[config.mk]
export PLATFORM = sky130hd
export DESIGN_NAME = sgbi_fmul
export DESIGN_NICKNAME = d
export VERILOG_FILES = /design/src/design/sheared_grid_bilinear_interp_defines.svh /design/src/design/sgbi_pkg.sv /design/src/design/sgbi_fmul.sv
export SDC_FILE = /design/constraint.sdc
export NUM_CORES = 2
export LEC_CHECK = 0
export BUFFER_PORTS_ARGS = -buffer_cell sky130_fd_sc_hd__buf_2
export CELL_PAD_IN_SITES_DETAIL_PLACEMENT = 1
export CELL_PAD_IN_SITES_GLOBAL_PLACEMENT = 1
export CORE_UTILIZATION = 50
export DETAILED_ROUTE_END_ITERATION = 7
export GPL_ROUTABILITY_DRIVEN = 0
export GPL_TIMING_DRIVEN = 1
export PLACE_DENSITY = 0.9
export SLEW_MARGIN = 20
export SYNTH_ARGS = -nofsm -noshare
export SYNTH_HDL_FRONTEND = slang
export SYNTH_SLANG_ARGS = --single-unit
[constraint.sdc]
create_clock -name clk -period 10.6 [get_ports clk]
set_input_delay 1.06 -clock clk [delete_from_list [all_inputs] [get_ports clk]]
set_output_delay 1.06 -clock clk [all_outputs]
set_load 0.01 [all_outputs]
[src/design/sheared_grid_bilinear_interp_defines.svh]
// assertion macros for the sheared grid interpolator
// no dependencies; included by files that carry concurrent checks
`ifndef SHEARED_GRID_BILINEAR_INTERP_DEFINES_SVH
`define SHEARED_GRID_BILINEAR_INTERP_DEFINES_SVH
`ifndef SYNTH
`define SGBI_ASSERT(lbl, clk, rstn, prop, msg) \
  lbl: assert property (@(posedge clk) disable iff (!rstn) prop) else $error(msg);
`define SGBI_ASSERT_ALWAYS(lbl, clk, prop, msg) \
  lbl: assert property (@(posedge clk) prop) else $error(msg);
`else
`define SGBI_ASSERT(lbl, clk, rstn, prop, msg)
`define SGBI_ASSERT_ALWAYS(lbl, clk, prop, msg)
`endif
`endif

[src/design/sgbi_pkg.sv]
// shared types, codes and saturation helper of the sheared grid interpolator
// no dependencies
package sgbi_pkg;

  localparam logic [1:0] FUNC_WR_COL  = 2'd0;
  localparam logic [1:0] FUNC_WR_ROW  = 2'd1;
  localparam logic [1:0] FUNC_WR_NODE = 2'd2;
  localparam logic [1:0] FUNC_QUERY   = 2'd3;

  localparam int CFG_IDX_W  = 1;
  localparam int CFG_DATA_W = 7;
  localparam logic [CFG_IDX_W-1:0] REG_GRID_COLUMNS = 1'd0;
  localparam logic [CFG_IDX_W-1:0] REG_GRID_ROWS    = 1'd1;

  localparam int DIV_NUM_W = 35;
  localparam int DIV_DEN_W = 33;

  typedef struct packed {
    logic [1:0]         func;
    logic [5:0]         col_index;
    logic [5:0]         row_index;
    logic signed [31:0] value_a;
    logic signed [31:0] value_b;
    logic signed [31:0] point_x;
    logic signed [31:0] point_z;
  } sgbi_in_t;

  typedef struct packed {
    logic signed [31:0] h_value;
    logic signed [31:0] v_value;
    logic [5:0]         cell_col;
    logic [5:0]         cell_row;
  } sgbi_out_t;

  function automatic logic signed [31:0] sat32_64(input logic signed [63:0] v);
    if (v > 64'sh0000_0000_7FFF_FFFF) return 32'sh7FFF_FFFF;
    if (v < -64'sh0000_0000_8000_0000) return 32'sh8000_0000;
    return $signed(v[31:0]);
  endfunction

endpackage

[src/design/sgbi_fmul.sv]
// shared fixed-point multiplier: registered product, floor shift and saturation
// depends on sgbi_pkg
module sgbi_fmul import sgbi_pkg::*; #(
  parameter int FRAC = 16
) (
  input  logic               clk,
  input  logic signed [31:0] a,
  input  logic signed [31:0] b,
  output logic signed [31:0] q
);

  logic signed [63:0] prod;
  logic signed [63:0] p_r;

  assign prod = a * b;

  always_ff @(posedge clk) begin
    p_r <= prod;
  end

  // arithmetic shift rounds toward minus infinity
  assign q = sat32_64(p_r >>> FRAC);

endmodule

; Yosys cells after proc, flatten, opt, wreduce, memory -nomap -nowiden
; Cells that the tools add are included.
[word_totals]
ff_bits = 64
in_bits = 65
output_inout_bits = 32
elab_cells = 11
[classes]
mul = 1
n_lt_le_gt_ge = 2
n_mux = 7
[op_table]
columns = operator, count
row1 = $mux W32, 4
row2 = $mul A32 B32 Y64, 1
row3 = $gt A48 B32 Y1 const B, 1
row4 = $lt A48 B32 Y1 const B, 1
row5 = $mux W1, 3

; Longest topological paths before layout
[depth]
word_depth = 5
ltp_mapped = 28
ltp_nobuf = 27

; Worst setup path before layout
; Ideal clock, no wire load.
[synth_path]
path_kind = input -> register
startpoint = input a[31]
endpoint = register p_r[57]
setup_time_ns = 0.072
arrival_time_ns = 8.347
required_time_ns = 10.528
path_slack_ns = 2.181
path_stages = 25
n_path_buf = 1
path_cell_list = clkbuf_1 > nand2_1 > inv_1 > fa_1 > inv_1 > fa_1 > inv_1 > fa_1 > fa_1 > inv_1 > fa_1 > inv_1 > fa_1 > fa_1 > fa_1 > ha_1 > and2_1 > and3_1 > nand4_1 > nor2_1 > a2111oi_0 > a211oi_1 > a311o_1 > a211oi_2 > xnor2_1
[synth_via]
elab_chain_len = 1
[synth_lines]
columns = item, line_no
row1 = from (decl), sgbi_fmul.sv:7  ; input logic signed [31:0] a,
row2 = $mul A32 B32 Y64, sgbi_fmul.sv:15  ; assign prod = a * b;
row3 = named net prod[57], sgbi_fmul.sv:12  ; logic signed [63:0] prod;
row4 = to (signal assigned), sgbi_fmul.sv:18  ; p_r <= prod;
row5 = to (decl), sgbi_fmul.sv:13  ; logic signed [63:0] p_r;
; The timed path passes the listed nets, and every way through them passes these cells.

; Worst setup path in the final report
[layout_path]
startpoint = input b[4]
endpoint = register p_r[57]
[layout_via]
elab_chain_len = 1
[layout_lines]
columns = item, line_no
row1 = from (decl), sgbi_fmul.sv:8  ; input logic signed [31:0] b,
row2 = $mul A32 B32 Y64, sgbi_fmul.sv:15
row3 = named net prod[57], sgbi_fmul.sv:12
; The timed path passes the listed nets, and every way through them passes these cells.

==> impl_metrics.ini <==
[run_status]
status = finished, violations left
violations = DRC

[worst_setup_path]
cp_data_required_time_ps = 10880
crit_type = in2reg
crit_path_max_fanout = 32
worstSetupEndpointType = flop
arrival_ps = 10070
startpoint_type = primary input

[synthesis]
async_flop_share = 0
synth.yosys.seq_area_share = 0.0260
synth.distinct_cells = 69
ys_seq_elements = 48
mappedNetlistArea_sq_mm = 0.0370
synth_area_leader_cell = fa_1
synth.area.top_cells = fa_1 58%, inv_1 9.8%, and2_1 8.7%
synth_flop_cell = dfxtp_1
syn-num-nets = 5232
synth_top_area_frac = 0.584
synthCells = 3906
yosys_warnings = 0
synth.avg_cell_area_sq_um = 9.48
synth_edf_count = 0

[finish]
drive_above_1_share = 0.0382
final_nets = 5146
final_cells = 4786
largestRegisters = p_r x48
regArea_sq_um = 961
n_fill_cell = 8293
postLayoutCoreUtil = 0.524
top_register = p_r
multiInputGateArea_sq_mm = 0.0317
largest_reg_flops = 48
area_growth_pct = 3.47

[clock_tree]
htreeDepth = 2
clk_pin_slew_ps = 100
numCtsBuffers = 5
post_cts_buffers = 0
clk_path_buf_depth = 2
clock-sinks = 48
post_cts_resized = 0
cts_tree = yes
cts_hold_buf = 0
root_buffer = clkbuf_16

[route]
wl_per_cell_um = 27.5
first_pass_iters = 8
avgViaCountPerCell = 5.92
drc = 40
dr_total_vias = 28300
wl_um = 132000
ant_nets = 0
drt_first_iter_violations = 2154

[timing]
setup_tns_ps = 0
min_period_ps = 9790
worstMarginPinSlew_ps = 1090
slew_violations = 0
hold_violations = 0
fmax_mhz = 102
setup_viol = 0
period_share = 0.923
rsz0062_at_grt = no
max_slew_margin = 0.275

[die]
die_w_um = 274
num_rows = 99
die_h_um = 274
core_sq_mm = 0.0731
start_util = 0.507
fp.dieArea_sq_mm = 0.0751
io_pins = 97

[grt]
globalRouteOverflowTotal = 0
grt_pass1_vias = 35300
grt_pass1_wl_um = 205000
grt_usage = 0.368
antenna_found_initial = 4
grt_max_degree = 33

[placement]
dpl.hpwl_um = 109000
portBuffers = 96
placed_cells = 4772

[worst_hold_path]
hp-class = reg2out

[run]
drv_cap = 0
-- cell type report --
cell class / instances / share of cell area
clock buffer: 5 / 0.00327
sequential: 48 / 0.0251
clock inverter: 3 / 0.00180
multi-input combinational: 2679 / 0.827
timing repair buffer: 117 / 0.0167
inverter: 969 / 0.0949
tap: 959 / 0.0313
antenna: 6 / 0.000392
-- critical path: stages --
cell,delay [ps]
buf_2,680
and2_1,270
fa_1,490
fa_1,600
fa_1,430
buf_4,230
fa_1,960
inv_1,440
fa_1,660
inv_1,100
fa_1,470
inv_1,90
fa_1,420
inv_1,250
fa_1,590
ha_1,490
and3_1,250
nand4_1,130
nor2_1,50
a2111oi_0,450
a211oi_1,200
a311o_1,320
a211oi_2,250
xnor2_1,140
-- path summary, 6_finish.rpt --
path,start,endpoint,cells past startpoint
worst min-delay path,p_r[29]$_DFF_P_,q[13],2
worst max-delay path,b[4],p_r[57]$_DFF_P_,24
-- Yosys cell counts, types with 8 or more instances --
| cell | number |
|---|---|
| and2_1 | 512 |
| nand2_1 | 521 |
| xor2_1 | 24 |
| inv_1 | 969 |
| nor2_1 | 52 |
| fa_1 | 1081 |
| nand2b_1 | 11 |
| xnor2_1 | 38 |
| nand4_1 | 14 |
| dfxtp_1 | 48 |
| clkbuf_1 | 207 |
| a211oi_1 | 8 |
| nand3_1 | 14 |
| o21ai_0 | 25 |
| a21o_1 | 58 |
| ha_1 | 180 |
| a21oi_1 | 51 |
-- per-stage QoR --
stage                     area, sq um  worst slack [ps]  hold slack [ps]
final                           38300               812             1900
after global routing            38300               576             1950
after CTS                       38300              1190             1920
after detailed placement        38100               865             1570
after global placement          38100              1450             1560
after floorplan                 37000              2180             1470
-- routing by layer --
layer	up-vias	wire [um]	track usage
li1	10900	-	-
met1	14900	42700	0.399
met2	1769	65700	0.620
met3	786	11700	0.0902
met4	0	11400	0.288
met5	-	0	0
-- cell families after synthesis --
logic type,after synthesis,synth area share
AO/OA/AOI/OAI,197,0.0372
XOR/XNOR,62,0.0147
adder cells (fa/ha/maj),1261,0.645
buffers and inverters,1179,0.120
flip-flops,48,0.0260
multiplexers,1,0.000270
AND/OR/NAND/NOR,1158,0.157
-- layout by cell type (no fill, tap or decap), types with 2 or more instances in the layout --
cell type and n:
fa_1 1081, a21oi_1 51, a211oi_1 8, nor2b_1 4
and4_1 2, nor4_1 5, o21ai_1 3, nand2b_1 11
and3_1 6, a31oi_1 3, o2111ai_1 2, nand4b_1 2
clkbuf_16 5, and2_1 512, inv_1 969, a211o_1 2
xor2_1 24, nand2_1 521, bufinv_16 2, o211ai_2 2
buf_2 96, ha_1 180, o21ai_0 25, nor2_1 52
o21a_1 5, xnor2_1 38, diode_2 6, buf_4 21
o21bai_1 6, nand4_1 14, dfxtp_1 48, o211ai_1 2
a21boi_0 2, nand3_1 14, a21o_1 58, o21ai_2 2
or4_1 2, nor3_1 6
Power is not shown: default switching activity piles up to over one toggle a cycle in this logic, so the estimate is an artifact.
